## src/rtl/positional_array_list_defines.svh

```systemverilog
// Assertion helpers shared by the block's RTL.
// All expect clk and rst_n in scope; checks are off while reset is held.
`ifndef POSITIONAL_ARRAY_LIST_DEFINES_SVH
`define POSITIONAL_ARRAY_LIST_DEFINES_SVH

// expr must hold at every clock edge
`define PAL_ASSERT_ALWAYS(lbl, expr, msg) \
    lbl: assert property (@(posedge clk) disable iff (!rst_n) (expr)) else $error(msg);

// when ante holds, cons must hold on the following edge
`define PAL_ASSERT_NEXT(lbl, ante, cons, msg) \
    lbl: assert property (@(posedge clk) disable iff (!rst_n) (ante) |=> (cons)) \
        else $error(msg);

// when ante holds, cons must hold on the same edge
`define PAL_ASSERT_SAME(lbl, ante, cons, msg) \
    lbl: assert property (@(posedge clk) disable iff (!rst_n) (ante) |-> (cons)) \
        else $error(msg);

`endif

```

## src/rtl/pal_pkg.sv

```systemverilog
`timescale 1ns / 1ps

package pal_pkg;

    localparam int CAPACITY = 16;

    // field widths of the transfers
    localparam int REQ_W   = 3;
    localparam int POS_W   = 5;
    localparam int VAL_W   = 32;
    localparam int STAT_W  = 2;
    localparam int COUNT_W = 5;

    // internal widths derived from the capacity
    localparam int ADDR_W = (CAPACITY > 1) ? $clog2(CAPACITY) : 1;
    localparam int CNT_W  = $clog2(CAPACITY + 1);
    localparam int WIDE_W = (CNT_W > POS_W) ? CNT_W + 1 : POS_W + 1;

    // request codes
    localparam logic [REQ_W-1:0] REQ_READ   = 3'd0;
    localparam logic [REQ_W-1:0] REQ_SEARCH = 3'd1;
    localparam logic [REQ_W-1:0] REQ_APPEND = 3'd2;
    localparam logic [REQ_W-1:0] REQ_INSERT = 3'd3;
    localparam logic [REQ_W-1:0] REQ_DELETE = 3'd4;
    localparam logic [REQ_W-1:0] REQ_CLEAR  = 3'd5;

    // status codes
    localparam logic [STAT_W-1:0] STAT_OK     = 2'd0;
    localparam logic [STAT_W-1:0] STAT_FULL   = 2'd1;
    localparam logic [STAT_W-1:0] STAT_EMPTY  = 2'd2;
    localparam logic [STAT_W-1:0] STAT_BADPOS = 2'd3;

    typedef struct packed {
        logic [REQ_W-1:0]        req_type;
        logic [POS_W-1:0]        position;
        logic signed [VAL_W-1:0] value;
    } pal_req_t;

    typedef struct packed {
        logic [STAT_W-1:0]       status;
        logic                    found;
        logic signed [VAL_W-1:0] read_value;
        logic [COUNT_W-1:0]      count;
    } pal_rsp_t;

    typedef enum logic [2:0] {
        ST_IDLE,
        ST_READ,
        ST_SEARCH,
        ST_INS_RD,
        ST_INS_WR,
        ST_DEL_RD,
        ST_DEL_WR
    } pal_state_t;

endpackage

```

## src/rtl/pal_ram.sv

```systemverilog
`timescale 1ns / 1ps

// one write port, one registered read port
module pal_ram #(
    parameter int WIDTH = 32,
    parameter int DEPTH = 16,
    localparam int AW = (DEPTH > 1) ? $clog2(DEPTH) : 1
) (
    input  logic             clk,
    input  logic             wr_en,
    input  logic [AW-1:0]    wr_addr,
    input  logic [WIDTH-1:0] wr_data,
    input  logic [AW-1:0]    rd_addr,
    output logic [WIDTH-1:0] rd_data
);

    logic [WIDTH-1:0] mem [DEPTH];
    logic [WIDTH-1:0] rd_data_reg;

    always_ff @(posedge clk)
    begin
        if (wr_en)
        begin
            mem[wr_addr] <= wr_data;
        end
    end

    always_ff @(posedge clk)
    begin
        rd_data_reg <= mem[rd_addr];
    end

    assign rd_data = rd_data_reg;

endmodule

```

## src/rtl/positional_array_list.sv

```systemverilog
// Channel | Dir | Handshake            | Payload
// --------+-----+----------------------+---------------------------------------
// req     | in  | req_valid, req_ready | pal_req_t: req_type, position, value
// rsp     | out | rsp_valid, rsp_ready | pal_rsp_t: status, found, read_value,
//         |     |                      |            count
//
// Append, clear, no-op and every error finish in the accepting state; read, search,
// insert and delete go on through further states, the last three once per entry scanned or shifted.
// The registered RAM read shapes these: a shifted entry is a read state then a write state.
// req_ready is high only when idle with the response slot free or draining, so a
// response held by rsp_ready low stalls the next request.
// Reset (rst_n, async low) clears count and control; entries are never read past the count.
`timescale 1ns / 1ps
`include "positional_array_list_defines.svh"

module positional_array_list
    import pal_pkg::*;
(
    input  logic     clk,
    input  logic     rst_n,
    input  logic     req_valid,
    output logic     req_ready,
    input  pal_req_t req,
    output logic     rsp_valid,
    input  logic     rsp_ready,
    output pal_rsp_t rsp
);

    // ------------------------------------------------------------------
    // Sequencer and datapath registers
    // ------------------------------------------------------------------
    pal_state_t              state_reg, state_next;
    logic [CNT_W-1:0]        cnt_reg, cnt_next;
    logic [CNT_W-1:0]        idx_reg, idx_next;      // shift / scan index
    logic [POS_W-1:0]        pos_reg, pos_next;
    logic signed [VAL_W-1:0] val_reg, val_next;
    logic                    pend_reg, pend_next;    // a search read is in flight
    logic                    found_reg, found_next;
    logic                    rsp_valid_reg, rsp_valid_next;
    pal_rsp_t                rsp_reg, rsp_next;

    // entry RAM ports
    logic              wr_en;
    logic [ADDR_W-1:0] wr_addr;
    logic [VAL_W-1:0]  wr_data;
    logic [ADDR_W-1:0] rd_addr;
    logic [VAL_W-1:0]  rd_data;

    pal_ram #(
        .WIDTH (VAL_W),
        .DEPTH (CAPACITY)
    ) u_entries (
        .clk     (clk),
        .wr_en   (wr_en),
        .wr_addr (wr_addr),
        .wr_data (wr_data),
        .rd_addr (rd_addr),
        .rd_data (rd_data)
    );

    logic req_fire;
    assign req_ready = (state_reg == ST_IDLE) && (!rsp_valid_reg || rsp_ready);
    assign req_fire  = req_valid && req_ready;

    // Position arithmetic is done in a width that holds both the count
    // and the position field plus one, so count + 1 never wraps.
    logic [WIDE_W-1:0] in_pos_w, in_pos_m1, cnt_w, idx_w, pos_w;
    assign in_pos_w  = WIDE_W'(req.position);
    assign in_pos_m1 = in_pos_w - WIDE_W'(1);
    assign cnt_w     = WIDE_W'(cnt_reg);
    assign idx_w     = WIDE_W'(idx_reg);
    assign pos_w     = WIDE_W'(pos_reg);

    // single comparator shared by all search steps
    logic hit;
    assign hit = pend_reg && (rd_data == val_reg);

    // response build
    logic              fin;
    logic [STAT_W-1:0] fin_status;
    logic              fin_found;
    logic [VAL_W-1:0]  fin_rd;

    always_comb
    begin
        state_next = state_reg;
        cnt_next   = cnt_reg;
        idx_next   = idx_reg;
        pos_next   = pos_reg;
        val_next   = val_reg;
        pend_next  = pend_reg;
        found_next = found_reg;
        wr_en      = 1'b0;
        wr_addr    = idx_reg[ADDR_W-1:0];
        wr_data    = rd_data;
        rd_addr    = idx_reg[ADDR_W-1:0];
        fin        = 1'b0;
        fin_status = STAT_OK;
        fin_found  = 1'b0;
        fin_rd     = '0;

        unique case (state_reg)
            ST_IDLE:
            begin
                if (req_fire)
                begin
                    pos_next = req.position;
                    val_next = req.value;
                    unique case (req.req_type)
                        REQ_READ:
                        begin
                            if (cnt_reg == '0)
                            begin
                                fin        = 1'b1;
                                fin_status = STAT_EMPTY;
                            end
                            else if (in_pos_w == '0 || in_pos_w > cnt_w)
                            begin
                                fin        = 1'b1;
                                fin_status = STAT_BADPOS;
                            end
                            else
                            begin
                                rd_addr    = in_pos_m1[ADDR_W-1:0];
                                state_next = ST_READ;
                            end
                        end
                        REQ_SEARCH:
                        begin
                            if (cnt_reg == '0)
                            begin
                                fin        = 1'b1;
                                fin_status = STAT_EMPTY;
                            end
                            else
                            begin
                                idx_next   = '0;
                                pend_next  = 1'b0;
                                found_next = 1'b0;
                                state_next = ST_SEARCH;
                            end
                        end
                        REQ_APPEND:
                        begin
                            fin = 1'b1;
                            if (cnt_w == WIDE_W'(CAPACITY))
                            begin
                                fin_status = STAT_FULL;
                            end
                            else
                            begin
                                wr_en    = 1'b1;
                                wr_addr  = cnt_reg[ADDR_W-1:0];
                                wr_data  = req.value;
                                cnt_next = cnt_reg + CNT_W'(1);
                            end
                        end
                        REQ_INSERT:
                        begin
                            if (cnt_w == WIDE_W'(CAPACITY))
                            begin
                                fin        = 1'b1;
                                fin_status = STAT_FULL;
                            end
                            else if (in_pos_w == '0 || in_pos_w > cnt_w + WIDE_W'(1))
                            begin
                                fin        = 1'b1;
                                fin_status = STAT_BADPOS;
                            end
                            else
                            begin
                                idx_next   = cnt_reg;
                                state_next = ST_INS_RD;
                            end
                        end
                        REQ_DELETE:
                        begin
                            if (cnt_reg == '0)
                            begin
                                fin        = 1'b1;
                                fin_status = STAT_EMPTY;
                            end
                            else if (in_pos_w == '0 || in_pos_w > cnt_w)
                            begin
                                fin        = 1'b1;
                                fin_status = STAT_BADPOS;
                            end
                            else
                            begin
                                idx_next   = in_pos_m1[CNT_W-1:0];
                                state_next = ST_DEL_RD;
                            end
                        end
                        REQ_CLEAR:
                        begin
                            fin = 1'b1;
                            if (cnt_reg == '0)
                            begin
                                fin_status = STAT_EMPTY;
                            end
                            else
                            begin
                                cnt_next = '0;
                            end
                        end
                        default:
                        begin
                            // unused codes: no-op with ok status
                            fin = 1'b1;
                        end
                    endcase
                end
            end
            ST_READ:
            begin
                fin        = 1'b1;
                fin_rd     = rd_data;
                state_next = ST_IDLE;
            end
            ST_SEARCH:
            begin
                // read index idx while the previous read is compared
                found_next = found_reg || hit;
                if (idx_reg < cnt_reg)
                begin
                    idx_next  = idx_reg + CNT_W'(1);
                    pend_next = 1'b1;
                end
                else
                begin
                    pend_next = 1'b0;
                    if (!pend_reg)
                    begin
                        fin        = 1'b1;
                        fin_found  = found_reg;
                        state_next = ST_IDLE;
                    end
                end
            end
            ST_INS_RD:
            begin
                if (idx_w >= pos_w)
                begin
                    rd_addr    = idx_w[ADDR_W-1:0] - ADDR_W'(1);
                    state_next = ST_INS_WR;
                end
                else
                begin
                    // gap is open: drop the new value in
                    wr_en      = 1'b1;
                    wr_addr    = idx_reg[ADDR_W-1:0];
                    wr_data    = val_reg;
                    cnt_next   = cnt_reg + CNT_W'(1);
                    fin        = 1'b1;
                    state_next = ST_IDLE;
                end
            end
            ST_INS_WR:
            begin
                wr_en      = 1'b1;
                idx_next   = idx_reg - CNT_W'(1);
                state_next = ST_INS_RD;
            end
            ST_DEL_RD:
            begin
                if (idx_w + WIDE_W'(1) < cnt_w)
                begin
                    rd_addr    = idx_w[ADDR_W-1:0] + ADDR_W'(1);
                    state_next = ST_DEL_WR;
                end
                else
                begin
                    cnt_next   = cnt_reg - CNT_W'(1);
                    fin        = 1'b1;
                    state_next = ST_IDLE;
                end
            end
            ST_DEL_WR:
            begin
                wr_en      = 1'b1;
                idx_next   = idx_reg + CNT_W'(1);
                state_next = ST_DEL_RD;
            end
            default:
            begin
                state_next = ST_IDLE;
            end
        endcase

        // response slot: drains on transfer, loads when a request finishes
        rsp_valid_next = rsp_valid_reg && !rsp_ready;
        rsp_next       = rsp_reg;
        if (fin)
        begin
            rsp_valid_next      = 1'b1;
            rsp_next.status     = fin_status;
            rsp_next.found      = fin_found;
            rsp_next.read_value = fin_rd;
            rsp_next.count      = COUNT_W'(cnt_next);
        end
    end

    always_ff @(posedge clk or negedge rst_n)
    begin
        if (!rst_n)
        begin
            state_reg     <= ST_IDLE;
            cnt_reg       <= '0;
            pend_reg      <= 1'b0;
            rsp_valid_reg <= 1'b0;
        end
        else
        begin
            state_reg     <= state_next;
            cnt_reg       <= cnt_next;
            pend_reg      <= pend_next;
            rsp_valid_reg <= rsp_valid_next;
        end
    end

    // payload and scratch registers
    always_ff @(posedge clk)
    begin
        idx_reg   <= idx_next;
        pos_reg   <= pos_next;
        val_reg   <= val_next;
        found_reg <= found_next;
        rsp_reg   <= rsp_next;
    end

    assign rsp_valid = rsp_valid_reg;
    assign rsp       = rsp_reg;

    // ------------------------------------------------------------------
    // Checks
    // ------------------------------------------------------------------
    `PAL_ASSERT_ALWAYS(a_cnt_bound, cnt_reg <= CNT_W'(CAPACITY), "count above capacity")
    `PAL_ASSERT_SAME(a_busy_slot_free, state_reg != ST_IDLE, !rsp_valid_reg,
        "response slot occupied during a multi-cycle request")
    `PAL_ASSERT_NEXT(a_clear_empties, req_fire && req.req_type == REQ_CLEAR,
        cnt_reg == '0 && rsp_valid_reg && rsp_reg.count == '0, "clear left entries")
    `PAL_ASSERT_SAME(a_search_idx, state_reg == ST_SEARCH, idx_reg <= cnt_reg,
        "search index ran past the count")

endmodule
```

## config.mk

```make
export PLATFORM = sky130hd
export DESIGN_NAME = positional_array_list
export DESIGN_NICKNAME = d
export VERILOG_FILES = /design/src/rtl/pal_pkg.sv /design/src/rtl/pal_ram.sv /design/src/rtl/positional_array_list.sv
export VERILOG_INCLUDE_DIRS = /design/src /design/src/rtl
export SDC_FILE = /design/constraint.sdc
export NUM_CORES = 1
export LEC_CHECK = 0
export BUFFER_PORTS_ARGS = -buffer_cell sky130_fd_sc_hd__buf_2
export CORE_MARGIN = 2
export CORE_UTILIZATION = 60
export DETAILED_ROUTE_END_ITERATION = 8
export PLACE_DENSITY = 0.77
export SLEW_MARGIN = 20
export SYNTH_ARGS = -nofsm -noshare
export SYNTH_HDL_FRONTEND = slang
export SYNTH_HIERARCHICAL = 1
export SYNTH_SLANG_ARGS = --single-unit
```

## constraint.sdc

```tcl
create_clock -name clk -period 7.03 [get_ports clk]
set_input_delay 0 -clock clk [delete_from_list [all_inputs] [get_ports clk]]
set_output_delay 0 -clock clk [all_outputs]
set_load 0.01 [all_outputs]
```

# Word-level counts from Yosys, hierarchy flattened
# Memories as Yosys holds them, arrays and structs flattened. A register that Yosys moved wholly into a read port is not among the register bits.
# Index checks and enable logic that the tools add are counted.
# W data, S select, Z words.
# word_totals
input_bits,44
reg_bits,93
ramBits,512
mem_count,1
word_cells,158
output_inout_bits,42
# op_classes
muxes,78
reduce_logical,24
n_addsub,9
n_eq_ne,28
bitwise,1
order_cmp,5
# mem_list
memory,words,width,rd,rd_clocked_by_memory_dff,write_ports,line_no,source
u_entries.mem,16,32,1,1,1,pal_ram.sv:17,logic [WIDTH-1:0] mem [DEPTH];
# ops
operator,n
$mux W32,4
$pmux W32 S2,1
$mux W5,12
$mux W4,10
$mux W3,12
$eq A32 B32 Y1,1
$pmux W5 S3,2
$mux W1,21
$ne A3 B3 Y1 const B,7
$pmux W5 S4,1
$pmux W3 S6,1
$eq A3 B3 Y1 const B,5
$sub A5 B1 Y5 const B,3
$add A5 B1 Y6 const B,2
$eq A3 B2 Y1 const B,4
$pmux W3 S4,1
$pmux W4 S3,1
$reduce_and A11 Y1,1
$add A5 B1 Y5 const B,2
$mux W2,5
$ne A2 B2 Y1 const B,5
$pmux W5 S2,1
$reduce_and A9 Y1,1
$pmux W2 S4,1
other kinds (28),41

# Longest topological paths before layout
# depth
ltp_word,9
depth_mapped,15
ltp_nobuf,12

# Modules after synthesis
# The synthesis kept the hierarchy.
# by_module_without_submodules
mod,cells_per_inst,seq_area_each_um2,area_per_inst_um2,n_inst
pal_ram,838,16015.4,19835.3,1
positional_array_list,692,2742.6,6396.1,1

# Worst setup path after synthesis
# No wires, ideal clock.
# synth_path
path_type,register to register
from,register state_reg[0]
to,"memory u_entries.mem[0][0], enable pin"
setup_slack_ps,1656
path_stages_with_launch,10
n_path_buf,3
setup_ps,461
t_arrival_ps,4913
synth_period_minus_slack_ps,5374
required_time_ps,6569
path_cell_list,dfrtp_1 -> buf_2 -> nor3_2 -> and3_1 -> buf_2 -> nand3_1 -> clkbuf_1 -> a32o_1 -> or3b_2 -> nor3_1
# synth_between
word_cells_on_any_way,13
classes_between,eq/ne (3); mux (6); reduce/logical (4)
# synth_rtl
item,line_no,source
from (decl),positional_array_list.sv:32,"pal_state_t state_reg, state_next;"
from (signal assigned),positional_array_list.sv:314,state_reg <= state_next;
$logic_not A3 Y1 (*),"positional_array_list.sv:62, positional_array_list.sv:102",
$logic_and A1 B1 Y1,positional_array_list.sv:62,assign req_ready = (state_reg == ST_IDLE) && (!rsp_valid_reg || rsp_ready);
$logic_and A1 B1 Y1,positional_array_list.sv:63,assign req_fire = req_valid && req_ready;
$mux W4,positional_array_list.sv:105,if (req_fire)
$mux W4 (*),n/a,
named net wr_addr[2],positional_array_list.sv:44,logic [ADDR_W-1:0] wr_addr;
to (decl),pal_ram.sv:17,
# The timed path passes the listed nets; every way through them passes the cells marked *.

# Worst setup path after layout
# layout_path
from,register idx_reg[1]
to,"register u_entries.rd_data_reg[3] (netlist: u_entries/rd_data[3]), read port of u_entries.mem"
# layout_between
word_cells_on_any_way,12
classes_between,add/sub (3); order compare (2); mux (7)
# layout_rtl
item,line_no,source
from (decl),positional_array_list.sv:34,"logic [CNT_W-1:0] idx_reg, idx_next;"
from (signal assigned),positional_array_list.sv:324,idx_reg <= idx_next;
$add A5 B1 Y6,positional_array_list.sv:266,if (idx_w + WIDE_W'(1) < cnt_w)
$lt A6 B5 Y1,positional_array_list.sv:266,
$mux W4,positional_array_list.sv:266,
$pmux W4 S3 (*),positional_array_list.sv:102,unique case (state_reg)
named net rd_addr[0],positional_array_list.sv:46,logic [ADDR_W-1:0] rd_addr;
to (decl),pal_ram.sv:18,logic [WIDTH-1:0] rd_data_reg;
# Marked as above.
# A chain may end at the register's enable or synchronous reset.

==> results.sh <==
export IMPL_grt_max_degree=129
export IMPL_grt_pass1_vias=15400
export IMPL_clockBufferDepth=3
export IMPL_worst_slew_pin_slew_ns=1.11
export IMPL_synth_top_flop_cell="edfxtp_1"
export IMPL_grt_antenna_before_repair=1
export IMPL_rsz0062_at_grt="no"
export IMPL_ios=86
export IMPL_n_fill_cell=2664
export IMPL_clockRootBuffer="clkbuf_16"
export IMPL_yosys_top_cells_area="edfxtp_1, mux4_2, dfxtp_1, a21oi_1, a22oi_1"
export IMPL_cts_tree="yes"
export IMPL_slew_headroom_pct=26.1
export IMPL_hp_start="req_valid"
export IMPL_tns_ns=0
export IMPL_clock_latency_ns=0.62
export IMPL_grt_pass1_wl_mm=100
export IMPL_start_kind="flip-flop"
export IMPL_mappedNetlistArea_sq_um=26200
export IMPL_htree_levels=2
export IMPL_numCtsBuffers=59
export IMPL_die_area_sq_um=45400
export IMPL_p_per_area_nw_per_um2=516
export IMPL_drive_gt1_share_pct=23.4
export IMPL_drc=0
export IMPL_hp_class="input port to flip-flop"
export IMPL_vias=15500
export IMPL_cts_sinks=637
export IMPL_finalHoldViolations=0
export IMPL_post_cts_buffers=0
export IMPL_overflow=0
export IMPL_yosysSeqAreaShare_pct=71.5
export IMPL_whs_path_depth=5
export IMPL_synth_edff_count=595
export IMPL_endpoint_kind="flip-flop"
export IMPL_synth_nets=1607
export IMPL_critical_path_class="flip-flop to flip-flop"
export IMPL_synth_top_cell_area_share_pct=68.1
export IMPL_final_core_util_pct=69.5
export IMPL_skew_ns=0.0196
export IMPL_async_flop_share_pct=1.57
export IMPL_initial_utilization_pct=60.9
export IMPL_reg2reg_depth=12
export IMPL_regToRegEndpoint="u_entries/rd_data[3]"
export IMPL_clk_pin_slew_ns=0.06
export IMPL_gp_congestion=0.929
export IMPL_timing_fmax_mhz=214
export IMPL_ys_warnings_count=6
export IMPL_min_to="state_reg[1]"
export IMPL_post_route_period_util_pct=66.5
export IMPL_antenna_left=0
export IMPL_largest_register_ffs=512
export IMPL_core_area_sq_um=43100
export IMPL_postSynthCellCount=1530
export IMPL_setup_viol=0
export IMPL_drtIter0Drc=2260
export IMPL_drv_slew=0
export IMPL_finalNonFillerCells=2303
export IMPL_synth_top_area_cell="edfxtp_1"
export IMPL_ys_ff_latch=637
export IMPL_first_pass_iters=6
export IMPL_chipWidth_microns=213
export IMPL_dp_cells=2147
export IMPL_arrival_ns=5.16
export IMPL_track_usage_pct=31.0
export IMPL_postSynthAreaPerCell_sq_um=17.1
export IMPL_viasPerCell=6.72
export IMPL_layout_min_cycle_time_ns=4.68
export IMPL_vdd_ir_drop_max_mv=0.615
export IMPL_critPathMaxFanout=44
export IMPL_p_leak_nw=10.1
export IMPL_num_rows=76
export IMPL_reg2reg_slack_ns=2.35
export IMPL_final_common_cell="edfxtp_1"
export IMPL_port_buffers=85
export IMPL_finalNetCount=1744
export IMPL_die_h_microns=213
export IMPL_timing_rr_start="idx_reg[1]"
export IMPL_hold_ws_ns=0.0547
export IMPL_wire_per_inst_microns=29.8
export IMPL_wl_mm=68.7
export IMPL_synthToLayoutAreaGrowth_pct=14.2
export IMPL_maxCapViolCount=0
export IMPL_cp_data_required_time_ns=7.52
export IMPL_detailed_place_hpwl_mm=38.1
export IMPL_ys_types=57
export IMPL_mostFrequentLayoutCells="edfxtp_1, mux4_2, a21oi_1"
export IMPL_run_status="complete, no violations"
-- synth_stat cells, drive strengths merged, types with 6 or more instances --
| cell | n |
|---|---|
| a21o | 36 |
| a21oi | 110 |
| a22oi | 66 |
| and2 | 6 |
| and3 | 40 |
| buf | 37 |
| clkbuf | 50 |
| dfrtp | 10 |
| dfxtp | 32 |
| edfxtp | 595 |
| ha | 32 |
| inv | 26 |
| mux4 | 128 |
| nand2 | 61 |
| nand2b | 7 |
| nand3 | 11 |
| nand4 | 13 |
| nor2 | 73 |
| nor2b | 7 |
| nor3 | 15 |
| o21ai | 56 |
| o22ai | 6 |
| xnor2 | 37 |
| xor2 | 8 |
-- area by class of cell --
cell class | instances | area (sq um) | share of cell area, %
inverter | 26 | 97.6 | 0.326
clock buffer | 73 | 1600 | 5.35
antenna | 2 | 5.00 | 0.0167
clock inverter | 37 | 329 | 1.10
timing repair buffer | 163 | 1160 | 3.87
tap | 585 | 732 | 2.44
multi-input combinational | 780 | 7260 | 24.3
sequential | 637 | 18800 | 62.6
-- repair_timing --
action / in CTS / in global routing
resized for setup: 0 / 0
hold endpoints to repair: 52 / 0
endpoints found under the setup margin: 0 / 0
hold buffers: 44 / 0
-- worst max-delay path, cell delays in order (launching register included) --
cell	delay, ns
edfxtp_1	0.54
inv_1	0.20
ha_1	0.36
ha_1	0.19
or3_1	0.37
o221a_2	0.27
or3_1	0.47
and3_1	0.26
o22ai_4	0.14
buf_4	0.70
mux4_2	0.60
a22oi_1	0.23
nand2_1	0.10
-- routing by layer --
metal	track usage [%]	part of all wire, %
met5	0	0
met4	11.5	3.1
met3	6.02	11
met2	50.3	49
met1	42.4	36
-- worst max-delay path by stage --
stage | from | to | slack [ns] | cells after the start
6_report | idx_reg[1] | u_entries/rd_data[3] | 2.35 | 12
5_1_grt | idx_reg[0] | u_entries/rd_data[3] | 2.11 | 12
4_1_cts | idx_reg[1] | u_entries/rd_data[3] | 2.29 | 12
3_5_place_dp | idx_reg[1] | u_entries/rd_data[18] | 2.35 | 12
3_3_place_gp | idx_reg[1] | u_entries/rd_data[6] | 2.32 | 12
2_1_floorplan | state_reg[0] | u_entries/mem[0][0] | 1.66 | 9
-- kinds of logic after synthesis --
| family | synth area share, % |
|---|---|
| DFF | 71.5 |
| muxes | 11.0 |
| buffers and inverters | 1.87 |
| adders and majority gates | 1.60 |
| xor gates and xnor gates | 1.50 |
| AOI/OAI and AO/OA | 7.63 |
| and+or+nand+nor | 4.86 |
-- per-stage QoR --
step | total power [mW] | worst slack, ns | instance area [sq um]
finish | 15.4 | 2.35 | 29900
floorplan | 10.2 | 1.66 | 26200
global route | 16.1 | 2.11 | 29900
CTS | 15.3 | 2.29 | 29900
detailed placement | 12.1 | 2.35 | 27500
global placement | 11.9 | 2.32 | 27500
-- report_power, final --
part	internal, mW	switching, mW	total [mW]
Sequential	5.69	0.388	6.08
Clock	1.80	1.38	3.18
Combinational	2.28	3.91	6.18
Note: power is estimated with default switching activity, not from simulation.
